## src/dfcd_pkg.sv

```systemverilog
`timescale 1ns / 1ps
package dfcd_pkg;

	localparam int PACK_LEN_DEF     = 8;
	localparam int MAX_WORD_LEN_DEF = 64;
	localparam int QUEUE_DEPTH      = 2;
	localparam int NUM_ENTRIES      = 256;
	localparam logic [7:0] LITERAL_MIN = 8'd32;

	localparam logic [1:0] FUNC_LOAD   = 2'd0;
	localparam logic [1:0] FUNC_DECODE = 2'd1;
	localparam logic [1:0] FUNC_END    = 2'd2;

	typedef struct packed {
		logic [1:0] func;
		logic [7:0] code;
		logic [2:0] position;
		logic [7:0] value;
		logic [3:0] length;
	} in_t;

	typedef struct packed {
		logic [63:0] text;
		logic [3:0]  count;
		logic        new_word;
		logic        block_end;
		logic        overflow;
		logic        last;
	} out_t;

endpackage

```

## src/dfcd_fifo.sv

```systemverilog
`timescale 1ns / 1ps
module dfcd_fifo #(
	parameter int WIDTH = 8,
	parameter int DEPTH = dfcd_pkg::QUEUE_DEPTH
) (
	input  logic             clk,
	input  logic             arst_n,
	input  logic             wr_en,
	input  logic [WIDTH-1:0] wr_data,
	output logic             full,
	input  logic             rd_en,
	output logic [WIDTH-1:0] rd_data,
	output logic             empty
);

	localparam int PW = (DEPTH > 1) ? $clog2(DEPTH) : 1;
	localparam int CW = $clog2(DEPTH + 1);

	logic [WIDTH-1:0] slot_q [DEPTH];
	logic [PW-1:0]    wptr_q, rptr_q;
	logic [CW-1:0]    cnt_q;
	logic             do_wr, do_rd;

	assign full    = (cnt_q == CW'(DEPTH));
	assign empty   = (cnt_q == '0);
	assign rd_data = slot_q[rptr_q];
	assign do_wr   = wr_en && !full;
	assign do_rd   = rd_en && !empty;

	always_ff @(posedge clk) begin
		if (do_wr) begin
			slot_q[wptr_q] <= wr_data;
		end
	end

	always_ff @(posedge clk or negedge arst_n) begin
		if (!arst_n) begin
			wptr_q <= '0;
			rptr_q <= '0;
			cnt_q  <= '0;
		end else begin
			if (do_wr) begin
				wptr_q <= (wptr_q == PW'(DEPTH - 1)) ? '0 : wptr_q + PW'(1);
			end
			if (do_rd) begin
				rptr_q <= (rptr_q == PW'(DEPTH - 1)) ? '0 : rptr_q + PW'(1);
			end
			if (do_wr && !do_rd) begin
				cnt_q <= cnt_q + CW'(1);
			end else if (do_rd && !do_wr) begin
				cnt_q <= cnt_q - CW'(1);
			end
		end
	end

endmodule

```

## src/dfcd_front.sv

```systemverilog
`timescale 1ns / 1ps
module dfcd_front (
	input  logic           clk,
	input  logic           arst_n,
	input  logic           push,
	input  dfcd_pkg::in_t  item,
	output logic           full,
	input  logic           q_pop,
	output dfcd_pkg::in_t  q_data,
	output logic           q_empty
);

	logic known;

	// Items with an unknown function are taken and dropped here.
	always_comb begin
		unique case (item.func) inside
			dfcd_pkg::FUNC_LOAD, dfcd_pkg::FUNC_DECODE, dfcd_pkg::FUNC_END: known = 1'b1;
			default: known = 1'b0;
		endcase
	end

	dfcd_fifo #(
		.WIDTH($bits(dfcd_pkg::in_t)),
		.DEPTH(dfcd_pkg::QUEUE_DEPTH)
	) u_queue (
		.clk     (clk),
		.arst_n  (arst_n),
		.wr_en   (push && known),
		.wr_data (item),
		.full    (full),
		.rd_en   (q_pop),
		.rd_data (q_data),
		.empty   (q_empty)
	);

endmodule

```

## config.mk

```make
export PLATFORM = sky130hd
export DESIGN_NAME = dfcd_front
export DESIGN_NICKNAME = d
export VERILOG_FILES = /design/src/dfcd_pkg.sv /design/src/dfcd_fifo.sv /design/src/dfcd_front.sv
export SDC_FILE = /design/constraint.sdc
export NUM_CORES = 1
export LEC_CHECK = 0
export ABC_AREA = 1
export BUFFER_PORTS_ARGS = -buffer_cell sky130_fd_sc_hd__buf_4
export CORE_MARGIN = 1.5
export CORE_UTILIZATION = 48
export CTS_BUF_LIST = sky130_fd_sc_hd__clkbuf_2 sky130_fd_sc_hd__clkbuf_4 sky130_fd_sc_hd__clkbuf_8
export DETAILED_ROUTE_END_ITERATION = 10
export PLACE_DENSITY = 0.77
export RECOVER_POWER = 100
export SLEW_MARGIN = 10
export SYNTH_ARGS = -nofsm -noshare
export SYNTH_HDL_FRONTEND = slang
export SYNTH_SLANG_ARGS = --single-unit
```

## constraint.sdc

```tcl
create_clock -name clk -period 2.11 [get_ports clk]
set_clock_uncertainty 0.05 [all_clocks]
set_input_delay 0.1055 -clock clk [delete_from_list [all_inputs] [get_ports clk]]
set_output_delay 0.1055 -clock clk [all_outputs]
set_load 0.005 [all_outputs]
```

* Yosys cells after proc, flatten, opt, wreduce, memory -nomap -nowiden
Memories as Yosys holds them, arrays and structs flattened. Index checks and enable logic that the tools add are counted.
Cells by class: equal/unequal tests 3, bitwise gates (word level) 0, $mul 0, reductions and logical operators 13, div/mod/pow operators 0, multiplexer cells 7, shift operators 0, $lt $le $gt $ge 0, add/sub/neg operators 4
Operator list (number):
- 1-bit logical AND | 5
- 1-bit two-way mux | 5
- 2-bit equality test, second input constant | 2
- 1-bit logical NOT | 4
- 2-bit logical NOT | 2
- 2-bit two-way mux | 2
- 3-bit OR reduction | 1
- 1-bit adder, second input constant | 2
- 2-bit by 1-bit adder with 2-bit output, second input constant | 1
- 2-bit by 1-bit equality test with 1-bit output, second input constant | 1
- 2-bit nonzero test | 1
- 2-bit by 1-bit subtractor with 2-bit output, second input constant | 1
Word-level totals: ROM bits 0, word-level logic and storage cells 31, memories 1, register bits 4, RAM bits 50, input port bits 29, output and inout port bits 27, bits in latches 0
Memory list:
- u_queue.slot_q | words 2, bits a word 25, rd ports 1, clocked after Yosys merged registers in 0, write ports 1, RTL line dfcd_fifo.sv:19 | logic [WIDTH-1:0] slot_q [DEPTH];

* Longest topological paths before layout
Gate-level depths: netlist (run 1).
depth in word-level cells 9, mapped depth 9, mapped depth without buffers 9

* Modules after synthesis
Synthesis (run 1) repeated with hierarchy kept, for this count alone.
Second synthesis, totals: cell total of the unflattened synthesis 164, area, all modules 2069.5 µm²
By module, submodules not included:
- dfcd_fifo | area each 2057.0 µm², instances 1, cells each 162, seq. area each 1601.5 µm²
- dfcd_front | area each 12.5 µm², instances 1, cells each 2, seq. area each 0.0 µm²

* Worst setup path before layout (run 1)
OpenSTA, ideal clock, no wires.
path kind register -> register, start point register u_queue.cnt_q[0], end point memory u_queue.slot_q[1][0] (netlist bit) (enable), library setup time 407 ps, clock period less this slack 2141 ps, required time 1653 ps, cell stages (with the launch flop) 5, setup slack -31 ps, arrival 1684 ps, cells stage by stage dfrtp_1 inv_1 nand2_1 nand3_1 nor2_1
On the way: word-level cells in the longest chain between the ends 5
Ends and longest elaborated chain:
- start: declaration | RTL line dfcd_fifo.sv:21 | logic [CW-1:0] cnt_q;
- start signal: assignment | RTL line dfcd_fifo.sv:49 | cnt_q <= cnt_q + CW'(1);
- start signal: assignment | RTL line dfcd_fifo.sv:51 | cnt_q <= cnt_q - CW'(1);
- 2-bit equality test | RTL line dfcd_fifo.sv:24 | assign full = (cnt_q == CW'(DEPTH));
- 1-bit logical NOT | RTL line dfcd_fifo.sv:27 | assign do_wr = wr_en && !full;
- 1-bit logical AND | RTL line dfcd_fifo.sv:27
- 1-bit two-way mux | RTL line dfcd_fifo.sv:31 | if (do_wr) begin
- 1-bit two-way mux (implied by the code) | RTL line dfcd_fifo.sv:32 | slot_q[wptr_q] <= wr_data;
- end: declaration | RTL line dfcd_fifo.sv:19
Every way passes these cells.

* Final worst setup path (run 1)
start point register u_queue.cnt_q[0], end point memory u_queue.slot_q[1][12] (netlist bit) (enable)
Same word-level chain as after synthesis.

==> metrics, run 1 <==
Synth cell types=15; synthesized instance count=164; # rows=23; most common cell after layout, fill and taps aside=nand2_1; DR DRC count=0; first-pass GRT wire length=5860 um; later-pin clock latency in the skew report=310 ps; CTS root buf=clkbuf_8; Final Hold Vio Count=0; via count=1431; run status=finished clean; vias per inst=4.72; Initial DRT Pass Iterations=5; Longest Clk Path Bufs=2; routed len/inst=12.3 um; Worst slew margin=67.3%; Tmin final=1690 ps; die height=68.6 um; worst-path maximum fanout=19; GRT Overall Usage=17.6%; placed cell count=268; Hold Path Class=input port to flip-flop; mapped cell area=2070 um2; yosys warns=0; Slew Viols, Final=0; Setup CP Type=flip-flop to flip-flop; Final Core Density=70.5%; layout cells sized above 1=23.7%; Area Overhead vs Synth=38.2%; cts bufs inserted=5; fillers=294; I/O pin count=56; DR iter-0 viols=53; multiplexer share of the synthesized area=0%; Finished Layout Cells=303; RSZ-0062 raised after global routing=false; H-tree depth=2; commonest non-fill, non-tap cells in the layout=87 x nand2_1, 50 x edfxtp_1, 44 x clkbuf_4; sequential element share of the synthesized area=77.4%; xor/xnor cell area share of the yosys netlist=0.423%; starting density of the core=51.0%; width of the die=68.6 um; # port buffers=55; hpwl dp=2410 um; initial antenna violation count=0; pin count of the biggest net entering global routing=27; Setup crit start kind=flip-flop; overflow left after global routing=0; Final Cycle Share=80.0%; post-route ant nets=0; Slew @ Worst Pin=491 ps; Routed WL=3740 um; CTS tree=yes; Critical Path End Type=flip-flop; Nets=282; VDD IR max=0.000853 V; largest family of logic cells by synthesized area=simple AND/OR/NAND/NOR gates; CP required=2010 ps; Die Area=4710 um2; post-synthesis simple-gate area fraction=17.9%; CP Data Arrival Time=1590 ps; clk sink count=54; clk slew on worst S/H paths=100 ps; Post-Synth Adder-Cell Area=0.605%; syn_area_per_cell=12.6 um2; Pwr Density=1120 nW/um2; Core Area=4060 um2; maxcap violations=0; Fmax=592 MHz; GPL Wtd Cong=0.818; final setup fails=0; post-cts sizing count=0; setup_tns=0 ps; Post-Syn Nets=194; synthesis-stage register bit count=54; vias in the first global route=1315; Inserted Diodes=0; Pleak=1.23 nW; post-synthesis compound-gate area fraction=0.242%
kinds of logic after synthesis:
logic type / count (synthesis)
xor gates and xnor gates: 1
and+or+nand+nor: 95
AOI/OAI and AO/OA: 1
adders and majority gates: 1
DFF: 54
buffers and inverters: 12
cell usage after synthesis:
cell | instances | area share, %
nor2_1 | 2 | 0.36
nand3b_1 | 1 | 0.36
ha_1 | 1 | 0.60
buf_6 | 3 | 1.6
inv_2 | 1 | 0.18
nand4_1 | 1 | 0.30
nand2_1 | 87 | 16
nand3_1 | 2 | 0.48
o21ai_0 | 1 | 0.24
edfxtp_1 | 50 | 73
xnor2_1 | 1 | 0.42
inv_1 | 6 | 1.1
dfrtp_1 | 4 | 4.8
nor2_2 | 2 | 0.60
buf_2 | 2 | 0.48
layout make-up:
cell class | instances | area [um2] | area share (%)
Clock buffer | 5 | 68.8 | 2.41
Clock inverter | 3 | 28.8 | 1.01
Inverter | 7 | 26.3 | 0.919
Multi-Input combinational cell | 98 | 394 | 13.8
Sequential cell | 54 | 1600 | 56.0
Tap cell | 50 | 62.6 | 2.19
Timing Repair Buffer | 86 | 677 | 23.7
metrics by stage:
stage | total power [mW] | instance area [um2] | setup WS [ps] | hold slack [ps]
2_1_floorplan | 2.12 | 2070 | 370 | -240
3_3_place_gp | 2.63 | 2530 | 642 | -144
3_5_place_dp | 2.66 | 2530 | 594 | -144
4_1_cts | 3.29 | 2900 | 566 | 55.7
5_1_grt | 3.42 | 2860 | 259 | 114
6_report | 3.20 | 2860 | 422 | 68.9
final timing paths:
| kind | from | endpoint | slack (ps) | cells after the start |
|---|---|---|---|---|
| setup / recovery | u_queue.cnt_q[0] | u_queue.slot_q[1][12] | 420 | 5 |
| hold / removal | push | u_queue.wptr_q | 70 | 4 |
| setup reg to reg | u_queue.cnt_q[0] | u_queue.slot_q[1][12] | 420 | 5 |
| hold reg to reg | u_queue.wptr_q | u_queue.wptr_q | 450 | 2 |
| max in group asynchronous | arst_n | u_queue.wptr_q | 1710 | 2 |
| min in group asynchronous | arst_n | u_queue.cnt_q[1] | 110 | 2 |
timing repair:
action                                  in CTS  in global routing
setup buffers                                0                  0
hold endpoints to repair                    55                  0
hold buffers                                27                  0
endpoints found under the setup margin       0                  0
flip-flops by register name, summed over array words and instances, names as in the netlist:
register / count
u_queue.slot_q: 50
u_queue.wptr_q: 1
u_queue.rptr_q: 1
u_queue.cnt_q: 2
worst max-delay path, stage by stage, from the launching register on:
cell      delay, ps
dfrtp_1         440
inv_1            90
nand2_1          80
nand3_1          90
nor2_1          140
clkbuf_2        440
routing by layer:
layer	routed length (um)	up-vias	GRT usage (%)
met5	0	-	0
met4	48	0	5.25
met3	265	8	4.38
met2	1910	62	29.3
met1	1510	640	22.9
li1	-	721	-
report_power, final:
| part | switching [mW] | internal, mW |
|---|---|---|
| Combinational | 0.625 | 0.503 |
| Sequential | 0.0710 | 1.41 |
| Clock | 0.348 | 0.248 |
| Total | 1.04 | 2.16 |
(Power assumes the default switching activity.)
==> run 2, diff against run 1 <==
--- a/config.mk
+++ b/config.mk
@@ -8,10 +8,10 @@
 export ABC_AREA = 1
 export BUFFER_PORTS_ARGS = -buffer_cell sky130_fd_sc_hd__buf_4
 export CORE_MARGIN = 1.5
-export CORE_UTILIZATION = 48
+export CORE_UTILIZATION = 54
 export CTS_BUF_LIST = sky130_fd_sc_hd__clkbuf_2 sky130_fd_sc_hd__clkbuf_4 sky130_fd_sc_hd__clkbuf_8
 export DETAILED_ROUTE_END_ITERATION = 10
-export PLACE_DENSITY = 0.77
+export PLACE_DENSITY = 0.82
 export RECOVER_POWER = 100
 export SLEW_MARGIN = 10
 export SYNTH_ARGS = -nofsm -noshare
==> constraint.sdc (replaced) <==
create_clock -name clk -period 1.75 [get_ports clk]
set_clock_uncertainty 0.05 [all_clocks]
set_input_delay 0.0875 -clock clk [delete_from_list [all_inputs] [get_ports clk]]
set_output_delay 0.0875 -clock clk [all_outputs]
set_load 0.005 [all_outputs]
==> metrics, run 2 (synthesis gave the netlist of run 1 again) <==
run status=finished clean (unchanged); Finished Cell Area=2890 um2 (was 2860 um2); Die Area=4210 um2 (was 4710 um2); Largest register FFs=50 (unchanged); H-tree depth=2 (unchanged); placed cell count=266 (was 268); Reg-to-Reg End=u_queue.slot_q[1][15] (was u_queue.slot_q[1][12]); Pwr Density=1370 nW/um2 (was 1120 nW/um2); Hold Path Class=input port to flip-flop (unchanged); commonest non-fill, non-tap cells in the layout=87 x nand2_1, 50 x edfxtp_1, 46 x clkbuf_4 (was 87 x nand2_1, 50 x edfxtp_1, 44 x clkbuf_4); most common cell after layout, fill and taps aside=nand2_1 (unchanged); routed len/inst=12.1 um (was 12.3 um); post-route ant nets=0 (unchanged); clk slew on worst S/H paths=80 ps (was 100 ps); width of the die=64.9 um (was 68.6 um); Slew Viols, Final=0 (unchanged); cts bufs inserted=5 (unchanged); later-pin clock latency in the skew report=290 ps (was 310 ps); Fmax=660 MHz; Min Hold Slack=81.0 ps (was 68.9 ps); CP startpoint=u_queue.rptr_q (was u_queue.cnt_q[0]); CTS root buf=clkbuf_8 (unchanged); DP Area=2550 um2 (was 2530 um2); overflow left after global routing=0 (unchanged); power after layout=3.95 mW (was 3.20 mW); Longest Clk Path Bufs=2 (unchanged); DR iter-0 viols=65 (was 53); Area Overhead vs Synth=39.6% (was 38.2%); die height=64.9 um (was 68.6 um); Finished Layout Cells=301 (was 303); WHS Path Cells=4 (unchanged); Final Core Density=78.9% (was 70.5%); starting density of the core=56.5% (was 51.0%); setup_tns=0 ps (unchanged); final setup fails=0 (unchanged); # port buffers=55 (unchanged); Pleak=1.25 nW (was 1.23 nW); post-cts sizing count=0 (unchanged); largest registers=u_queue.slot_q x50, u_queue.cnt_q x2 (unchanged); Inserted Diodes=0 (unchanged); reg-to-reg slack, setup=240 ps (was 420 ps); CTS tree=yes (unchanged); Setup crit start kind=flip-flop (unchanged); Slew @ Worst Pin=423 ps (was 491 ps); CP Data Arrival Time=1380 ps (was 1590 ps); Core Area=3660 um2 (was 4060 um2); critical-path cell list=inv_2 > nand2_1 > nand2_1 > clkbuf_4 (was inv_1 > nand2_1 > nand3_1 > nor2_1 > clkbuf_2); initial antenna violation count=0 (unchanged); GRT Overall Usage=19.7% (was 17.6%); Final Cycle Share=86.6%; GPL Wtd Cong=0.726 (was 0.818); DR DRC count=0 (unchanged); Initial DRT Pass Iterations=4 (was 5); worst-path maximum fanout=26 (was 19); Worst slew margin=71.7% (was 67.3%); pin count of the biggest net entering global routing=27 (unchanged); # rows=22 (was 23); hpwl dp=2380 um (was 2410 um); RSZ-0062 raised after global routing=false (unchanged); Critical Path End Type=output port (was flip-flop); vias per inst=4.76 (was 4.72); Nets=282 (unchanged); Setup CP Type=flip-flop to output port (was flip-flop to flip-flop); post-route worst setup slack=234 ps (was 422 ps); r2r startpoint=u_queue.cnt_q[0] (unchanged); VDD IR max=0.000963 V (was 0.000853 V); Slowest-stage cell, CP=dfrtp_1 (unchanged); first-pass GRT wire length=6110 um (was 5860 um); Critical Path Max Stage Delay=400 ps (was 440 ps); CP required=1610 ps (was 2010 ps); Tmin final=1520 ps; clk sink count=54 (unchanged); I/O pin count=56 (unchanged); dpl ws=233 ps (was 594 ps); Reg2Reg Depth=5 (unchanged); layout cells sized above 1=24.1% (was 23.7%); Final Hold Vio Count=0 (unchanged); Top reg by flops=u_queue.slot_q (unchanged); Routed WL=3650 um (was 3740 um); CP most frequent cell=nand2_1; maxcap violations=0 (unchanged); via count=1432 (was 1431); vias in the first global route=1436 (was 1315); Critical Path End=q_data[23] (was u_queue.slot_q[1][12])
run 2: cell count changes in the layout (fill, tap and decap cells not counted), sizes merged:
cell and delta:
inv -2, bufinv +1, clkinv +1, clkbuf -1, buf +1
run 2: final cells by class:
cell class	instances	area (um2)
flip-flops and latches	54	1600
fillers	248	773
repair buffers	86	699
multi-input cells	98	392
clock buffers	5	68.8
well taps	48	60.1
clock inverters	3	40.0
inverters	7	26.3
run 2: worst min-delay path by stage:
stage	start	endpoint	slack, ps
final	push	u_queue.wptr_q	80
after global routing	push	u_queue.wptr_q	100
after CTS	arst_n	u_queue.wptr_q	60
after detailed placement	arst_n	u_queue.cnt_q[0]	-160
after global placement	arst_n	u_queue.wptr_q	-160
after floorplan	arst_n	u_queue.cnt_q[0]	-260
run 2: metal layers:
metal,part of all wire [%],routed length [um],track usage [%]
met2,55,1990,36.2
met5,0,0,0
met1,40,1460,23.1
met4,1.2,44,5.85
met3,4.2,155,4.17
run 2: what timing repair did:
| action | CTS | global route |
|---|---|---|
| setup endpoints to repair | 0 | 0 |
| setup buffers | 0 | 0 |
| hold endpoints to repair | 55 | 0 |
| hold buffers | 27 | 0 |
run 2: critical path, delay by kind of cell (launching register included):
kind          cells  cell delay [ps]
simple gates      2              230
flops             1              400
buf+inv           2              460
run 2: report_power, final:
group / switching [mW] / internal, mW / total (mW)
clock: 0.359 / 0.421 / 0.780
sequential: 0.0874 / 1.70 / 1.78
combinational: 0.745 / 0.643 / 1.39
==> run 3, diff against run 2 <==
--- a/config.mk
+++ b/config.mk
@@ -6,14 +6,15 @@
 export NUM_CORES = 1
 export LEC_CHECK = 0
 export ABC_AREA = 1
-export BUFFER_PORTS_ARGS = -buffer_cell sky130_fd_sc_hd__buf_4
 export CORE_MARGIN = 1.5
-export CORE_UTILIZATION = 54
+export CORE_UTILIZATION = 55
 export CTS_BUF_LIST = sky130_fd_sc_hd__clkbuf_2 sky130_fd_sc_hd__clkbuf_4 sky130_fd_sc_hd__clkbuf_8
 export DETAILED_ROUTE_END_ITERATION = 10
-export PLACE_DENSITY = 0.82
+export DONT_BUFFER_PORTS = 1
+export PLACE_DENSITY_LB_ADDON = 0.15
 export RECOVER_POWER = 100
 export SLEW_MARGIN = 10
 export SYNTH_ARGS = -nofsm -noshare
 export SYNTH_HDL_FRONTEND = slang
 export SYNTH_SLANG_ARGS = --single-unit
+export TNS_END_PERCENT = 10
==> metrics, run 3 (synthesis gave the netlist of run 1 again) <==
final setup fails=0 (unchanged); r2r startpoint=u_queue.cnt_q[1] (was u_queue.cnt_q[0]); clk sink count=54 (unchanged); Nets=228 (was 282); CP required=1670 ps (was 1610 ps); via count=1249 (was 1432); Slew Viols, Final=0 (unchanged); run status=finished clean (unchanged); Critical Path End Type=flip-flop (was output port); Die Area=4140 um2 (was 4210 um2); Routed WL=3590 um (was 3650 um); Fmax=625 MHz (was 660 MHz); Slew @ Worst Pin=455 ps (was 423 ps); Area Overhead vs Synth=19.7% (was 39.6%); largest registers=u_queue.slot_q x50, u_queue.cnt_q x2 (unchanged); Gate power share=28.2% (was 35.1%); RSZ-0062 raised after global routing=false (unchanged); Slowest-stage cell, CP=dfrtp_1 (unchanged); Worst slew margin=69.6% (was 71.7%); post-cts sizing count=0 (unchanged); routed len/inst=14.5 um (was 12.1 um); DR iter-0 viols=56 (was 65); vias in the first global route=1256 (was 1436); most common cell after layout, fill and taps aside=nand2_1 (unchanged); width of the die=64.3 um (was 64.9 um); first-pass GRT wire length=5780 um (was 6110 um); switching share of total power=33.3% (was 30.1%); Clk pwr share=19.2% (was 19.7%); # rows=22 (unchanged); met3 WL=257 um (was 155 um); power share of the sequential group=52.6% (was 45.1%); commonest non-fill, non-tap cells in the layout=87 x nand2_1, 50 x edfxtp_1, 28 x dlygate4sd3_1 (was 87 x nand2_1, 50 x edfxtp_1, 46 x clkbuf_4); Min Hold Slack=13.9 ps (was 81.0 ps); Hold Path Class=input port to asynchronous set/reset pin (was input port to flip-flop); metal2 WL=1880 um (was 1990 um); Tmin final=1600 ps (was 1520 ps); initial antenna violation count=0 (unchanged); post-route ant nets=0 (unchanged); clk slew on worst S/H paths=80 ps (about the same); Final Cycle Share=91.4% (was 86.6%); Setup CP Type=flip-flop to flip-flop (was flip-flop to output port); VDD IR max=0.000803 V (was 0.000963 V); Pwr Density=1370 nW/um2 (about the same); power after layout=3.40 mW (was 3.95 mW); worst-path maximum fanout=25 (was 26); GPL Wtd Cong=0.784 (was 0.726); cell internal pwr=2.27 mW (was 2.76 mW); CP most frequent cell=inv_1 (was nand2_1); highest metal used=met4 (unchanged); Pleak=1.01 nW (was 1.25 nW); Initial DRT Pass Iterations=4 (unchanged); H-tree depth=2 (unchanged); setup_tns=0 ps (unchanged); Setup crit start kind=flip-flop (unchanged); Longest Clk Path Bufs=2 (unchanged); Core Area=3630 um2 (was 3660 um2); GRT Overall Usage=19.3% (was 19.7%); I/O pin count=56 (unchanged); Critical Path Max Stage Delay=420 ps (was 400 ps); CTS root buf=clkbuf_8 (unchanged); later-pin clock latency in the skew report=290 ps (about the same); P_sw=1.13 mW (was 1.19 mW); die height=64.3 um (was 64.9 um); CTS tree=yes (unchanged); # port buffers=0 (was 55); Reg2Reg Depth=6 (was 5); maxcap violations=0 (unchanged); CP Data Arrival Time=1520 ps (was 1380 ps); starting density of the core=56.9% (was 56.5%); cts bufs inserted=5 (unchanged); Final Core Density=68.1% (was 78.9%); Top reg by flops=u_queue.slot_q (unchanged); Largest register FFs=50 (unchanged); Inserted Diodes=0 (unchanged); reg-to-reg slack, setup=150 ps (was 240 ps); Final Hold Vio Count=0 (unchanged); layout cells sized above 1=6.53% (was 24.1%); DR DRC count=0 (unchanged); overflow left after global routing=0 (unchanged); hpwl dp=2180 um (was 2380 um); met1 wire length=1360 um (was 1460 um); Reg-to-Reg End=u_queue.slot_q[0][22] (was u_queue.slot_q[1][15]); critical-path cell list=inv_1 > nor2_1 > nor2_2 > nand2_1 > inv_1 > buf_4 (was inv_2 > nand2_1 > nand2_1 > clkbuf_4); vias per inst=5.06 (was 4.76); pin count of the biggest net entering global routing=27 (unchanged)
run 3: changes by cell type in the layout (fill, tap and decap cells not counted), sizes merged:
| cell | delta |
|---|---|
| dlygate4sd3 | +1 |
| clkbuf | -51 |
| buf | -3 |
| bufinv | -1 |
run 3: power by group through the flow:
stage / sequential (mW) / clock [mW] / combinational, mW
detailed placement: 1.81 / 0 / 0.932
finish: 1.79 / 0.653 / 0.957
global placement: 1.80 / 0 / 0.898
CTS: 1.79 / 0.672 / 0.995
floorplan: 1.80 / 0 / 0.759
global route: 1.81 / 0.708 / 1.11
run 3: how the worst max path moves through the flow:
stage                           startpoint               endpoint  slack (ps)  cells past startpoint
after global routing      u_queue.cnt_q[1]       u_queue.cnt_q[1]          60                      8
after global placement    u_queue.cnt_q[1]  u_queue.slot_q[0][13]         380                      6
final                     u_queue.cnt_q[1]  u_queue.slot_q[0][22]         150                      6
after floorplan           u_queue.cnt_q[0]   u_queue.slot_q[1][0]          10                      4
after detailed placement  u_queue.cnt_q[0]       u_queue.cnt_q[1]         310                      7
after CTS                 u_queue.cnt_q[0]       u_queue.cnt_q[1]         300                      7
run 3: repair_timing:
item	CTS	global route
hold buffers	28	0
setup buffers	0	0
endpoints found under the setup margin	0	0
endpoints found under the hold margin	56	0
run 3: per-stage QoR:
stage / worst slack [ps] / instance area [um2] / cells
after detailed placement: 307 / 2130 / 211
after CTS: 299 / 2490 / 247
final: 150 / 2470 / 247
after global placement: 382 / 2130 / 211
after floorplan: 9.79 / 2070 / 164
after global routing: 61.7 / 2470 / 247
run 3: area by class of cell:
type	instances	area, um2
Timing Repair Buffer	32	308
Inverter	7	26.3
Clock buffer	6	76.3
Tap cell	48	60.1
Fill cell	281	1160
Multi-Input combinational cell	98	394
Sequential cell	54	1600
Clock inverter	2	8.76
run 3: worst max-delay path, delay by kind of cell, from the launching register on:
family / cells / cell delay [ps]
AND/OR/NAND/NOR: 3 / 320
flip-flops: 1 / 420
buffers and inverters: 3 / 480
run 3: routing by layer:
layer  vias to the layer above  global-route usage [%]
met5                         -                       0
met4                         0                    9.04
met3                         9                    6.34
met2                        52                    32.4
met1                       580                    22.5
li1                        608                       -
