`src/dfcd_pkg.sv`:
```
`timescale 1ns / 1ps
package dfcd_pkg;

	localparam int PACK_LEN_DEF     = 8;
	localparam int MAX_WORD_LEN_DEF = 64;
	localparam int QUEUE_DEPTH      = 2;
	localparam int NUM_ENTRIES      = 256;
	localparam logic [7:0] LITERAL_MIN = 8'd32;

	localparam logic [1:0] FUNC_LOAD   = 2'd0;
	localparam logic [1:0] FUNC_DECODE = 2'd1;
	localparam logic [1:0] FUNC_END    = 2'd2;

	typedef struct packed {
		logic [1:0] func;
		logic [7:0] code;
		logic [2:0] position;
		logic [7:0] value;
		logic [3:0] length;
	} in_t;

	typedef struct packed {
		logic [63:0] text;
		logic [3:0]  count;
		logic        new_word;
		logic        block_end;
		logic        overflow;
		logic        last;
	} out_t;

endpackage

```
`src/dfcd_fifo.sv`:
```
`timescale 1ns / 1ps
module dfcd_fifo #(
	parameter int WIDTH = 8,
	parameter int DEPTH = dfcd_pkg::QUEUE_DEPTH
) (
	input  logic             clk,
	input  logic             arst_n,
	input  logic             wr_en,
	input  logic [WIDTH-1:0] wr_data,
	output logic             full,
	input  logic             rd_en,
	output logic [WIDTH-1:0] rd_data,
	output logic             empty
);

	localparam int PW = (DEPTH > 1) ? $clog2(DEPTH) : 1;
	localparam int CW = $clog2(DEPTH + 1);

	logic [WIDTH-1:0] slot_q [DEPTH];
	logic [PW-1:0]    wptr_q, rptr_q;
	logic [CW-1:0]    cnt_q;
	logic             do_wr, do_rd;

	assign full    = (cnt_q == CW'(DEPTH));
	assign empty   = (cnt_q == '0);
	assign rd_data = slot_q[rptr_q];
	assign do_wr   = wr_en && !full;
	assign do_rd   = rd_en && !empty;

	always_ff @(posedge clk) begin
		if (do_wr) begin
			slot_q[wptr_q] <= wr_data;
		end
	end

	always_ff @(posedge clk or negedge arst_n) begin
		if (!arst_n) begin
			wptr_q <= '0;
			rptr_q <= '0;
			cnt_q  <= '0;
		end else begin
			if (do_wr) begin
				wptr_q <= (wptr_q == PW'(DEPTH - 1)) ? '0 : wptr_q + PW'(1);
			end
			if (do_rd) begin
				rptr_q <= (rptr_q == PW'(DEPTH - 1)) ? '0 : rptr_q + PW'(1);
			end
			if (do_wr && !do_rd) begin
				cnt_q <= cnt_q + CW'(1);
			end else if (do_rd && !do_wr) begin
				cnt_q <= cnt_q - CW'(1);
			end
		end
	end

endmodule

```
`config.mk`:
```
export PLATFORM = sky130hd
export DESIGN_NAME = dfcd_fifo
export DESIGN_NICKNAME = d
export VERILOG_FILES = /design/src/dfcd_pkg.sv /design/src/dfcd_fifo.sv
export SDC_FILE = /design/constraint.sdc
export NUM_CORES = 1
export LEC_CHECK = 0
export CAP_MARGIN = 10
export CORE_MARGIN = 2
export CORE_UTILIZATION = 58
export DETAILED_ROUTE_END_ITERATION = 6
export DONT_BUFFER_PORTS = 1
export PLACE_DENSITY = 0.74
export RECOVER_POWER = 25
export SYNTH_ARGS = -nofsm -noshare
export SYNTH_HDL_FRONTEND = slang
export SYNTH_SLANG_ARGS = --single-unit
```
`constraint.sdc`:
```
create_clock -name clk -period 1.7 [get_ports clk]
set_input_delay 0.085 -clock clk [delete_from_list [all_inputs] [get_ports clk]]
set_output_delay 0.085 -clock clk [all_outputs]
set_load 0.02 [all_outputs]
```
Yosys cells after proc, flatten, opt, wreduce, memory -nomap -nowiden
Memories as Yosys holds them, arrays and structs flattened.
Index checks and enable logic that the tools add are counted.
Widths: inputs -> output; s select.
{"block": "op_classes", "addsub": 4, "multipliers": 0, "div_mod_pow": 0, "n_lt_le_gt_ge": 0, "n_eq_ne": 1, "shift": 0, "muxes": 6, "bitwise_logic": 0, "reduce_logical": 10}
{"operator": "$logic_and 1x1->1", "n": 4}
{"operator": "$logic_not 1->1", "n": 4}
{"operator": "$mux 1", "n": 4}
{"operator": "$mux 2", "n": 2}
{"operator": "$add 1x1->1 const B", "n": 2}
{"operator": "$add 2x1->2 const B", "n": 1}
{"operator": "$eq 2x2->1 const B", "n": 1}
{"operator": "$logic_not 2->1", "n": 1}
{"operator": "$reduce_bool 2->1", "n": 1}
{"operator": "$sub 2x1->2 const B", "n": 1}
{"block": "totals", "ff_bits": 4, "latchBits": 0, "mem_bits_rw": 16, "romBits": 0, "input_bits": 12, "output_inout_bits": 10, "elab_cells": 25, "memories": 1}
{"memory": "slot_q", "words": 2, "word_bits": 8, "read_ports": 1, "rd_ports_with_merged_regs": 0, "write_ports": 1, "line_no": "dfcd_fifo.sv:19", "rtl": "logic [WIDTH-1:0] slot_q [DEPTH];"}

Longest topological paths before layout
Gate-level depths: netlist of run 1.
{"block": "depth", "ltp_word": 7, "mapped_depth": 7, "ltp_nobuf": 7}

Worst setup path before layout of run 1
No wires, ideal clock.
{"block": "synth_path", "path_type": "reg2reg", "startpoint": "register cnt_q[0]", "endpoint": "memory slot_q[0][0], enable pin", "arrival_time_ns": 1.022, "slack_ns": 0.308, "path_stages_with_launch": 4, "period_less_slack_ns": 1.392, "path_cell_list": "dfrtp_1 nand2b_1 nand2_2 nor2_1"}
{"block": "synth_via", "elab_chain_len": 5}
{"element": "from (decl)", "line_no": "dfcd_fifo.sv:21", "rtl": "logic [CW-1:0] cnt_q;"}
{"element": "from (signal assigned)", "line_no": "dfcd_fifo.sv:49", "rtl": "cnt_q <= cnt_q + CW'(1);"}
{"element": "from (signal assigned)", "line_no": "dfcd_fifo.sv:51", "rtl": "cnt_q <= cnt_q - CW'(1);"}
{"element": "$eq 2x2->1", "line_no": "dfcd_fifo.sv:24", "rtl": "assign full = (cnt_q == CW'(DEPTH));"}
{"element": "$logic_not 1->1", "line_no": "dfcd_fifo.sv:27", "rtl": "assign do_wr = wr_en && !full;"}
{"element": "$logic_and 1x1->1", "line_no": "dfcd_fifo.sv:27"}
{"element": "$mux 1", "line_no": "dfcd_fifo.sv:31", "rtl": "if (do_wr) begin"}
{"element": "$mux 1 (not written as such)", "line_no": "dfcd_fifo.sv:32", "rtl": "slot_q[wptr_q] <= wr_data;"}
{"element": "to (decl)", "line_no": "dfcd_fifo.sv:19"}
Every way passes these cells.

Worst setup path after layout of run 1
{"block": "layout_path", "startpoint": "register cnt_q[0]", "endpoint": "register cnt_q[1]"}
{"block": "layout_via", "elab_chain_len": 6, "word_cells_on_any_way": 15, "cone_classes": "add/sub (2); eq/ne (1); mux (2); reduce/logical (10)"}
{"element": "$eq 2x2->1 / $logic_not 2->1 (equally long branches)", "line_no": "dfcd_fifo.sv:24, dfcd_fifo.sv:25"}
{"element": "$logic_not 1->1, on equally long branches", "line_no": "dfcd_fifo.sv:27, dfcd_fifo.sv:28"}
{"element": "$logic_and 1x1->1, on equally long branches", "line_no": "dfcd_fifo.sv:27, dfcd_fifo.sv:28"}
{"element": "$logic_not 1->1, on equally long branches", "line_no": "dfcd_fifo.sv:50, dfcd_fifo.sv:48"}
{"element": "$logic_and 1x1->1, on equally long branches", "line_no": "dfcd_fifo.sv:50, dfcd_fifo.sv:48"}
{"element": "$reduce_bool 2->1 (no source line) / $mux 2 (equally long branches)"}
Parallel ways exist; a longest one is shown, timed or not. The select of a mux whose other input is x is not followed.
A chain may end at the register's enable or synchronous reset.

==> flow_metrics.env, run 1 <==
export IMPL_synth_cell_types=15
export IMPL_tritoncts_num_sinks=20
export IMPL_period_utilization=0.8930
export IMPL_antenna_cells_inserted=0
export IMPL_yosys_area_share_adder=0.01600
export IMPL_design_portCount=22
export IMPL_die_x_um=40.72
export IMPL_worst_hold_path_num_cells=2
export IMPL_yosys_reg_bits=20
export IMPL_grt_remaining_overflow=0
export IMPL_tritoncts="yes"
export IMPL_synth_yosys_seq_area_share=0.7424
export IMPL_htree_num_levels=1
export IMPL_synthMuxAreaShare=0.1152
export IMPL_worstHoldPathType="in -> reg"
export IMPL_final_seq_area_sq_um=580.6
export IMPL_grt_first_pass_wirelength_um=1800
export IMPL_status="finished clean"
export IMPL_vias=376
export IMPL_gp_routability_congestion=0.7024
export IMPL_die_h_um=40.72
export IMPL_final_worst_clock_skew_ps=2.228
export IMPL_avgViaCountPerCell=5.151
export IMPL_syn_cell_area_sq_um=782.0
export IMPL_filler_cell_count=77
export IMPL_final_hold_violation_count=0
export IMPL_ir_worst_vdd_mv=1.169
export IMPL_postRouteAntennaNets=0
export IMPL_layout_nets=72
export IMPL_rsz0062_at_grt="no"
export IMPL_detailedRoute_firstPassIterationCount=3
export IMPL_place_hpwl_um=832.2
export IMPL_max_slew_margin_rel=0.7250
export IMPL_post_dp_cell_area_sq_um=803.3
export IMPL_core_sq_mm=0.001285
export IMPL_timing_fmax_ghz=0.6587
export IMPL_postSynthCellCount=44
export IMPL_synth_fp_nets=57
export IMPL_num_rows=13
export IMPL_timing_critical_path_to_type="flop"
export IMPL_synth_avg_cell_area_sq_um=17.77
export IMPL_clk_insertion_delay_late_ps=290
export IMPL_timing_critical_path_fanout_max=5
export IMPL_pin_count_of_the_biggest_net_entering_global_routing=13
export IMPL_drt_initial_drc_count=11
export IMPL_via_count_of_the_first_global_routing_pass=416
export IMPL_power_per_cell_area_mw_per_mm2=1758
export IMPL_detail_route_drc_violations=0
export IMPL_tritoncts_num_buffers=3
export IMPL_start_util=0.6086
export IMPL_finalNonFillerCells=73
export IMPL_placement_io_buffers=0
export IMPL_detail_route_wl_per_cell_um=16.26
export IMPL_synth_compound_area_share=0.006400
export IMPL_summed_area_of_non_filler_cells_in_the_final_layout_sq_um=955.9
export IMPL_yosys_area_share_simple=0.03840
export IMPL_required_ps=1920
export IMPL_design_power_total_uw=1681
export IMPL_finalSetupTns_ps=0
export IMPL_combinational_family_with_the_most_area_after_synthesis="multiplexers"
export IMPL_clockBufferDepth=2
export IMPL_drive_gt1_frac=0.1552
export IMPL_multi_input_comb_area_sq_um=188.9
export IMPL_yosysWarnings=0
export IMPL_timing_final_setup_violations=0
export IMPL_max_cap_violations=0
export IMPL_placed_cells_incl_taps=59
export IMPL_report_final_slew_viol_count=0
export IMPL_route_final_wire_length_um=1187
export IMPL_path_clk_slew_ps=100
export IMPL_synth_xor_xnor_area_share=0.06560
export IMPL_critical_setup_path_class="reg -> reg"
export IMPL_final_common_cell="edfxtp_1"
export IMPL_gr_usage_all_layers=0.1830
export IMPL_area_growth_synth_to_final_pct=22.24
export IMPL_timing_final_crit_period_ps=1518
export IMPL_element_type_at_the_critical_path_start="flop"
export IMPL_power_leakage_uw=0.0003648
export IMPL_cp_arrival_ps=1740
export IMPL_grt_antenna_before_repair=0
export IMPL_mostFrequentLayoutCells="16 x edfxtp_1, 10 x dlygate4sd3_1, 6 x mux2_1"
export IMPL_timing_reg2reg_worst_path_depth=7
export IMPL_post_cts_gate_resize_count=0
export IMPL_ctsRootBufferMaster="clkbuf_4"
export IMPL_worst_slew_pin_transition_ps=411.0
export IMPL_fp_dieArea_sq_mm=0.001658
logic make-up after synthesis:
group,after synthesis
flops,20
mux,8
simple gates,6
xor+xnor,5
buf+inv,3
compound gates,1
fa+ha+maj,1
layer usage:
metal	track usage	wire [um]
met5	0	0
met4	0.1000	6
met3	0.03261	74
met2	0.3254	680
met1	0.2060	427
state kept, by name (all words and copies together), names as in the netlist:
name and cells:
slot_q 16, cnt_q 2, rptr_q 1, wptr_q 1
cells in the mapped netlist, drive strengths merged:
master   n  area share
dfrtp    4        0.13
ha       1       0.016
nor2     3       0.014
and3     1      0.0080
edfxtp  16        0.61
nand2    1      0.0080
o21ai    1      0.0064
nand2b   1      0.0080
inv      2      0.0096
mux2     8        0.12
xor2     2       0.022
xnor2    3       0.043
buf      1      0.0064
final cells by class:
cell class	count	area share
sequential	20	0.6073
tap	15	0.01963
clock buffer	3	0.02356
multi-input combinational	21	0.1976
inverter	2	0.007853
timing repair buffer	11	0.1126
clock inverter	1	0.03141
power breakdown:
part,total [uW],internal (uW),leakage (uW),switching (uW)
Sequential,798,684,0.000195,114
Combinational,518,203,0.000142,315
Clock,365,238,0.0000279,127
Total,1680,1120,0.000365,556
repair_timing:
item,CTS,global route
buffers inserted,0,0
hold buffers,10,0
hold endpoints to repair,21,0
worst max-delay path, cell delays in order, from the launching register on:
cell and delay [ps]:
dfrtp_1 450, nand2b_1 220, nand2_2 130, inv_1 60, ha_1 200, xor2_1 140, nor2_1 110, xor2_1 140
final timing paths:
kind	endpoint	startpoint	slack, ps
setup / recovery	cnt_q[1]$_DFFE_PN0P_	cnt_q[0]$_DFFE_PN0P_	180
max in group asynchronous	rptr_q$_DFFE_PN0P_	arst_n	1490
hold / removal	rptr_q$_DFFE_PN0P_	rd_en	40
hold reg to reg	cnt_q[1]$_DFFE_PN0P_	cnt_q[1]$_DFFE_PN0P_	550
min in group asynchronous	cnt_q[1]$_DFFE_PN0P_	arst_n	50
setup reg to reg	cnt_q[1]$_DFFE_PN0P_	cnt_q[0]$_DFFE_PN0P_	180
stage by stage:
stage / setup WS (ps) / utilization / hold slack [ps]
finish: 181.9 / 0.7439 / 38.08
global route: 11.99 / 0.7439 / 35.00
CTS: 164.5 / 0.7439 / 33.59
detailed placement: 191.8 / 0.6251 / -210.5
global placement: 306.8 / 0.6251 / -210.5
floorplan: 307.9 / - / -210.6
Power figures use the tool's default switching activity.
==> run 2, diff against run 1 <==
--- a/config.mk
+++ b/config.mk
@@ -6,12 +6,14 @@
 export NUM_CORES = 1
 export LEC_CHECK = 0
 export CAP_MARGIN = 10
-export CORE_MARGIN = 2
-export CORE_UTILIZATION = 58
+export CORE_AREA = 2 2 39 41
+export CTS_BUF_LIST = sky130_fd_sc_hd__clkbuf_2
 export DETAILED_ROUTE_END_ITERATION = 6
+export DIE_AREA = 0 0 41 43
 export DONT_BUFFER_PORTS = 1
 export PLACE_DENSITY = 0.74
 export RECOVER_POWER = 25
+export SETUP_SLACK_MARGIN = 0.3
 export SYNTH_ARGS = -nofsm -noshare
 export SYNTH_HDL_FRONTEND = slang
 export SYNTH_SLANG_ARGS = --single-unit
==> run 2 against run 1 <==
Effect of this change: non-clock buffer count increased by 5; clock power down 51%; sequential power is 1% higher; global-route usage shrank 2.8 points; via count is 6.4% higher; largest cell class unchanged; largest power group unchanged.
==> flow_metrics.env, run 2 (same netlist as run 1, synthesis figures left out) <==
export IMPL_design_portCount=22
export IMPL_area_growth_synth_to_final_pct=27.20
export IMPL_pin_count_of_the_biggest_net_entering_global_routing=12
export IMPL_fin_util=0.7188
export IMPL_hold_path_end="wptr_q$_DFFE_PN0N_"
export IMPL_drt_initial_drc_count=0
export IMPL_timing_final_setup_violations=0
export IMPL_detail_route_drc_violations=0
export IMPL_worst_hold_path_num_cells=3
export IMPL_route_final_wire_length_um=1202
export IMPL_gr_usage_all_layers=0.1552
export IMPL_required_ps=1910
export IMPL_largest_reg_flops=16
export IMPL_status="finished clean"
export IMPL_final_worst_clock_skew_ps=12.63
export IMPL_grt_antenna_before_repair=0
export IMPL_start_util=0.5651
export IMPL_worst_slew_pin_transition_ps=370.2
export IMPL_gp_routability_congestion=0.6550
export IMPL_timing_critical_path_to_type="flop"
export IMPL_rsz0062_at_grt="yes"
export IMPL_crit_reg2reg_launch="cnt_q[0]$_DFFE_PN0P_"
export IMPL_critical_setup_path_class="reg -> reg"
export IMPL_timing_critical_path_fanout_max=4
export IMPL_element_type_at_the_critical_path_start="flop"
export IMPL_final_setup_worst_slack_ps=330.6
export IMPL_antenna_cells_inserted=0
export IMPL_detail_route_wl_per_cell_um=15.22
export IMPL_biggest_registers_after_layout="slot_q x16, cnt_q x2"
export IMPL_timing_final_crit_period_ps=1369
export IMPL_via_count_of_the_first_global_routing_pass=414
export IMPL_final_common_cell="edfxtp_1"
export IMPL_ctsRootBufferMaster="clkbuf_2"
export IMPL_place_hpwl_um=838.9
export IMPL_top_register="slot_q"
export IMPL_max_slew_margin_rel=0.7523
export IMPL_clockBufferDepth=2
export IMPL_clk_insertion_delay_late_ps=280
export IMPL_core_sq_mm=0.001384
export IMPL_power_per_cell_area_mw_per_mm2=1647
export IMPL_grt_remaining_overflow=0
export IMPL_vias=400
export IMPL_regToRegSetupSlack_ps=330
export IMPL_cp_arrival_ps=1580
export IMPL_timing_hold_worst_start="wr_en"
export IMPL_worst_path_most_repeated_cell="xor2_1"
export IMPL_timing_fmax_ghz=0.7302
export IMPL_timing_reg2reg_worst_path_depth=7
export IMPL_num_rows=14
export IMPL_placement_io_buffers=0
export IMPL_dp_slack_ps=218.6
export IMPL_period_utilization=0.8055
export IMPL_final_hold_violation_count=0
export IMPL_tritoncts="yes"
export IMPL_avgViaCountPerCell=5.063
export IMPL_slowest_stage="dfrtp_2"
export IMPL_reg2reg_to="cnt_q[1]$_DFFE_PN0P_"
export IMPL_power_leakage_uw=0.0003831
export IMPL_fp_dieArea_sq_mm=0.001763
export IMPL_filler_cell_count=86
export IMPL_detailedRoute_firstPassIterationCount=1
export IMPL_htree_num_levels=1
export IMPL_worstHoldPathType="in -> reg"
export IMPL_path_clk_slew_ps=140
export IMPL_mostFrequentLayoutCells="16 x edfxtp_1, 10 x dlygate4sd3_1, 6 x mux2_1, 6 x buf_4, 4 x clkbuf_2"
export IMPL_grt_first_pass_wirelength_um=1683
export IMPL_layout_nets=77
export IMPL_ir_worst_vdd_mv=1.188
export IMPL_worst_path_largest_cell_delay_ps=460
export IMPL_finalSetupTns_ps=0
export IMPL_tritoncts_num_sinks=20
export IMPL_count_of_buffering_cells_on_the_critical_path_with_inverters_included=1
export IMPL_report_final_slew_viol_count=0
export IMPL_die_h_um=43
export IMPL_die_x_um=41
export IMPL_postRouteAntennaNets=0
export IMPL_worstPathCellList="nand2b_4, nand2_4, inv_2, ha_4, xor2_1, nor2_1, xor2_1"
export IMPL_tritoncts_num_buffers=3
export IMPL_max_cap_violations=0
export IMPL_drive_gt1_frac=0.3333
export IMPL_critical_path_top_delay_family="flip-flops"
-- run 2: cell types whose count changed in the layout (fill, tap and decap cells not counted), sizes merged --
cell	previous run	this run
clkbuf	3	4
buf	1	6
bufinv	1	0
-- run 2: cell type report --
type,instances,area [sq um],area share
well taps,16,20.02,0.02013
repair buffers,16,145.1,0.1459
inverters,2,7.507,0.007547
flip-flops and latches,20,584.3,0.5874
multi-input cells,21,217.7,0.2189
clock buffers,4,20.02,0.02013
-- run 2: worst max path at each step --
stage | endpoint | slack, ps | depth (start not counted) | from
floorplan | slot_q[0][0]$_DFFE_PP_ | 310 | 3 | cnt_q[0]$_DFFE_PN0P_
global placement | cnt_q[1]$_DFFE_PN0P_ | 310 | 7 | cnt_q[0]$_DFFE_PN0P_
detailed placement | cnt_q[1]$_DFFE_PN0P_ | 220 | 7 | cnt_q[0]$_DFFE_PN0P_
CTS | cnt_q[1]$_DFFE_PN0P_ | 290 | 7 | cnt_q[0]$_DFFE_PN0P_
global route | cnt_q[1]$_DFFE_PN0P_ | 250 | 7 | cnt_q[0]$_DFFE_PN0P_
finish | cnt_q[1]$_DFFE_PN0P_ | 330 | 7 | cnt_q[0]$_DFFE_PN0P_
-- run 2: where the power goes --
part           internal (uW)  switching, uW  total (uW)
Combinational            296            356         651
Sequential               692            116         808
Clock                   62.4            117         179
-- run 2: what timing repair did --
action	4_1_cts	5_1_grt
hold buffers	9	1
setup endpoints to repair	9	9
gates resized for setup	2	7
hold endpoints to repair	20	1
pin swaps	1	2
setup buffers	3	1
-- run 2: tightest hold or removal path: cells and delay by family --
family | cells | cell delay, ps
AND/OR/NAND/NOR | 1 | 40
buffers and inverters | 1 | 120
XOR/XNOR | 1 | 60
-- run 2: through the flow --
stage	cell area [sq um]	instances	total power, uW	hold WS (ps)
detailed placement	812.0	61	1321	-210.5
CTS	947.2	77	1569	19.36
global placement	812.0	61	1281	-210.5
floorplan	782.0	44	1218	-210.6
finish	994.7	79	1639	54.60
global route	994.7	79	1733	24.87
-- run 2: metal layers --
layer | wire, um | up-vias | global-route usage | part of all wire
met5 | 0 | - | 0 | 0
met4 | 0 | 0 | 0.06000 | 0
met3 | 39 | 0 | 0.03141 | 0.032
met2 | 774 | 8 | 0.2844 | 0.64
met1 | 387 | 195 | 0.1565 | 0.32
li1 | - | 197 | - | -
==> run 3, diff against run 2 <==
--- a/config.mk
+++ b/config.mk
@@ -6,10 +6,10 @@
 export NUM_CORES = 1
 export LEC_CHECK = 0
 export CAP_MARGIN = 10
-export CORE_AREA = 2 2 39 41
+export CORE_MARGIN = 2
+export CORE_UTILIZATION = 56
 export CTS_BUF_LIST = sky130_fd_sc_hd__clkbuf_2
 export DETAILED_ROUTE_END_ITERATION = 6
-export DIE_AREA = 0 0 41 43
 export DONT_BUFFER_PORTS = 1
 export PLACE_DENSITY = 0.74
 export RECOVER_POWER = 25
==> constraint.sdc (replaced) <==
create_clock -name clk -period 1.1 [get_ports clk]
set_input_delay 0.055 -clock clk [delete_from_list [all_inputs] [get_ports clk]]
set_output_delay 0.055 -clock clk [all_outputs]
set_load 0.02 [all_outputs]
==> run 3 against run 2 <==
Effect of this change: the flow now finishes with violations (setup timing); global-route usage up 9.8 points; setup slack worse by 710 ps; count of clock-buffer cells in the layout is 1 lower; clock skew rose by 11 ps; cell area grew 21%.
==> flow_metrics.env, run 3 (same netlist as run 1, synthesis figures left out) <==
export IMPL_status="finished, violations left"
export IMPL_failed_checks="setup timing"
export IMPL_via_count_of_the_first_global_routing_pass=472
export IMPL_design_portCount=22
export IMPL_avgViaCountPerCell=5.604
export IMPL_worst_slew_pin_transition_ps=339.6
export IMPL_final_worst_clock_skew_ps=24.10
export IMPL_postRouteAntennaNets=0
export IMPL_start_util=0.6010
export IMPL_tritoncts_num_sinks=20
export IMPL_critical_setup_path_class="reg -> reg"
export IMPL_vias=510
export IMPL_pwr_share_seq=0.368
export IMPL_largest_reg_flops=16
export IMPL_grt_remaining_overflow=0
export IMPL_die_h_um=41.37
export IMPL_timing_final_setup_violations=30
export IMPL_fin_util=0.9212
export IMPL_power_per_cell_area_mw_per_mm2=2839
export IMPL_pwr_share_comb=0.548
export IMPL_max_slew_margin_rel=0.7736
export IMPL_detailedRoute_firstPassIterationCount=4
export IMPL_path_clk_slew_ps=190
export IMPL_biggest_registers_after_layout="slot_q x16, cnt_q x2"
export IMPL_element_type_at_the_critical_path_start="flop"
export IMPL_drt_initial_drc_count=24
export IMPL_tritoncts_num_buffers=3
export IMPL_design_power_total_uw=3403
export IMPL_worstHoldPathType="in -> reg"
export IMPL_htree_num_levels=1
export IMPL_gr_usage_all_layers=0.2534
export IMPL_timing_critical_path_to_type="flop"
export IMPL_antenna_cells_inserted=0
export IMPL_timing_critical_path_fanout_max=3
export IMPL_clockBufferDepth=2
export IMPL_period_utilization=1.340
export IMPL_detail_route_wl_per_cell_um=23.26
export IMPL_cp_arrival_ps=1660
export IMPL_final_setup_worst_slack_ps=-374.5
export IMPL_worst_hold_path_num_cells=4
export IMPL_report_final_slew_viol_count=0
export IMPL_regToRegSetupSlack_ps=-370
export IMPL_p_int_uw=2153
export IMPL_power_leakage_uw=0.0004947
export IMPL_ir_worst_vdd_mv=2.194
export IMPL_rsz0062_at_grt="yes"
export IMPL_final_common_cell="edfxtp_1"
export IMPL_grt_first_pass_wirelength_um=2477
export IMPL_tritoncts="yes"
export IMPL_final_hold_violation_count=0
export IMPL_pin_count_of_the_biggest_net_entering_global_routing=12
export IMPL_fp_dieArea_sq_mm=0.001711
export IMPL_p_switching_uw=1250
export IMPL_timing_reg2reg_worst_path_depth=5
export IMPL_post_dp_cell_area_sq_um=904.6
export IMPL_required_ps=1290
export IMPL_ctsRootBufferMaster="clkbuf_2"
export IMPL_route_final_wire_length_um=2117
export IMPL_area_growth_synth_to_final_pct=53.28
export IMPL_core_sq_mm=0.001301
export IMPL_max_cap_violations=0
export IMPL_summed_area_of_non_filler_cells_in_the_final_layout_sq_mm=0.001199
export IMPL_timing_fmax_ghz=0.6782
export IMPL_num_rows=13
export IMPL_finalSetupTns_ps=-6808
export IMPL_detail_route_drc_violations=0
export IMPL_grt_antenna_before_repair=0
export IMPL_placement_io_buffers=0
export IMPL_timing_final_crit_period_ps=1474
export IMPL_mostFrequentLayoutCells="16 x edfxtp_1, 10 x dlygate4sd3_1, 10 x buf_6"
export IMPL_power_switching_share=0.3673
export IMPL_layout_nets=90
export IMPL_gp_routability_congestion=0.7388
export IMPL_drive_gt1_frac=0.5526
export IMPL_top_register="slot_q"
export IMPL_p_clk_frac=0.084
export IMPL_die_x_um=41.37
export IMPL_clk_insertion_delay_late_ps=300
[run 3: stage by stage]
step / setup slack, ps / hold WS [ps] / std cells
after floorplan: -200.7 / -240.6 / 44
after global placement: -202.9 / -240.5 / 66
after detailed placement: -273.7 / -240.5 / 66
after CTS: -247.3 / 9.164 / 84
after global routing: -374.1 / 42.45 / 91
final: -374.5 / 45.84 / 91
[run 3: metal layers]
layer / share of wire / track usage / vias to the layer above
li1: - / - / 221
met1: 0.39 / 0.2641 / 242
met2: 0.51 / 0.4766 / 37
met3: 0.058 / 0.08511 / 10
met4: 0.033 / 0.07258 / 0
met5: 0 / 0 / -
[run 3: power groups by stage]
| stage | clock (uW) | sequential, uW | combinational (uW) |
|---|---|---|---|
| after floorplan | 0 | 1180 | 933 |
| after global placement | 0 | 1180 | 1120 |
| after detailed placement | 0 | 1210 | 1170 |
| after CTS | 277 | 1200 | 1510 |
| after global routing | 324 | 1250 | 1960 |
| final | 286 | 1250 | 1870 |
[run 3: final timing paths]
check                                            end                  from
worst min register to register    wptr_q$_DFFE_PN0N_    wptr_q$_DFFE_PN0N_
worst max-delay path            cnt_q[1]$_DFFE_PN0P_  cnt_q[1]$_DFFE_PN0P_
worst max register to register  cnt_q[1]$_DFFE_PN0P_  cnt_q[1]$_DFFE_PN0P_
worst min-delay path            cnt_q[0]$_DFFE_PN0P_                 wr_en
min in group asynchronous       cnt_q[0]$_DFFE_PN0P_                arst_n
max in group asynchronous       cnt_q[1]$_DFFE_PN0P_                arst_n
[run 3: area by class of cell]
| type | count | area, sq um |
|---|---|---|
| Clock buffer | 3 | 15.01 |
| Clock inverter | 1 | 3.754 |
| Fill cell | 43 | 102.6 |
| Inverter | 2 | 12.51 |
| Multi-Input combinational cell | 21 | 286.5 |
| Sequential cell | 20 | 581.8 |
| Tap cell | 15 | 18.77 |
| Timing Repair Buffer | 29 | 280.3 |
[run 3: critical path, stage by stage, from the launching register on]
cell     delay (ps)
dfrtp_1         500
o21ai_2         280
ha_4            170
xor2_1          200
nor2_1           80
xor2_1          160
[run 3: what timing repair did]
item	in CTS	in global routing
setup buffers	5	6
hold endpoints to repair	20	4
pin swaps	5	4
gates resized for setup	13	9
hold buffers	9	1
gates cloned	0	0
setup endpoints to repair	30	30
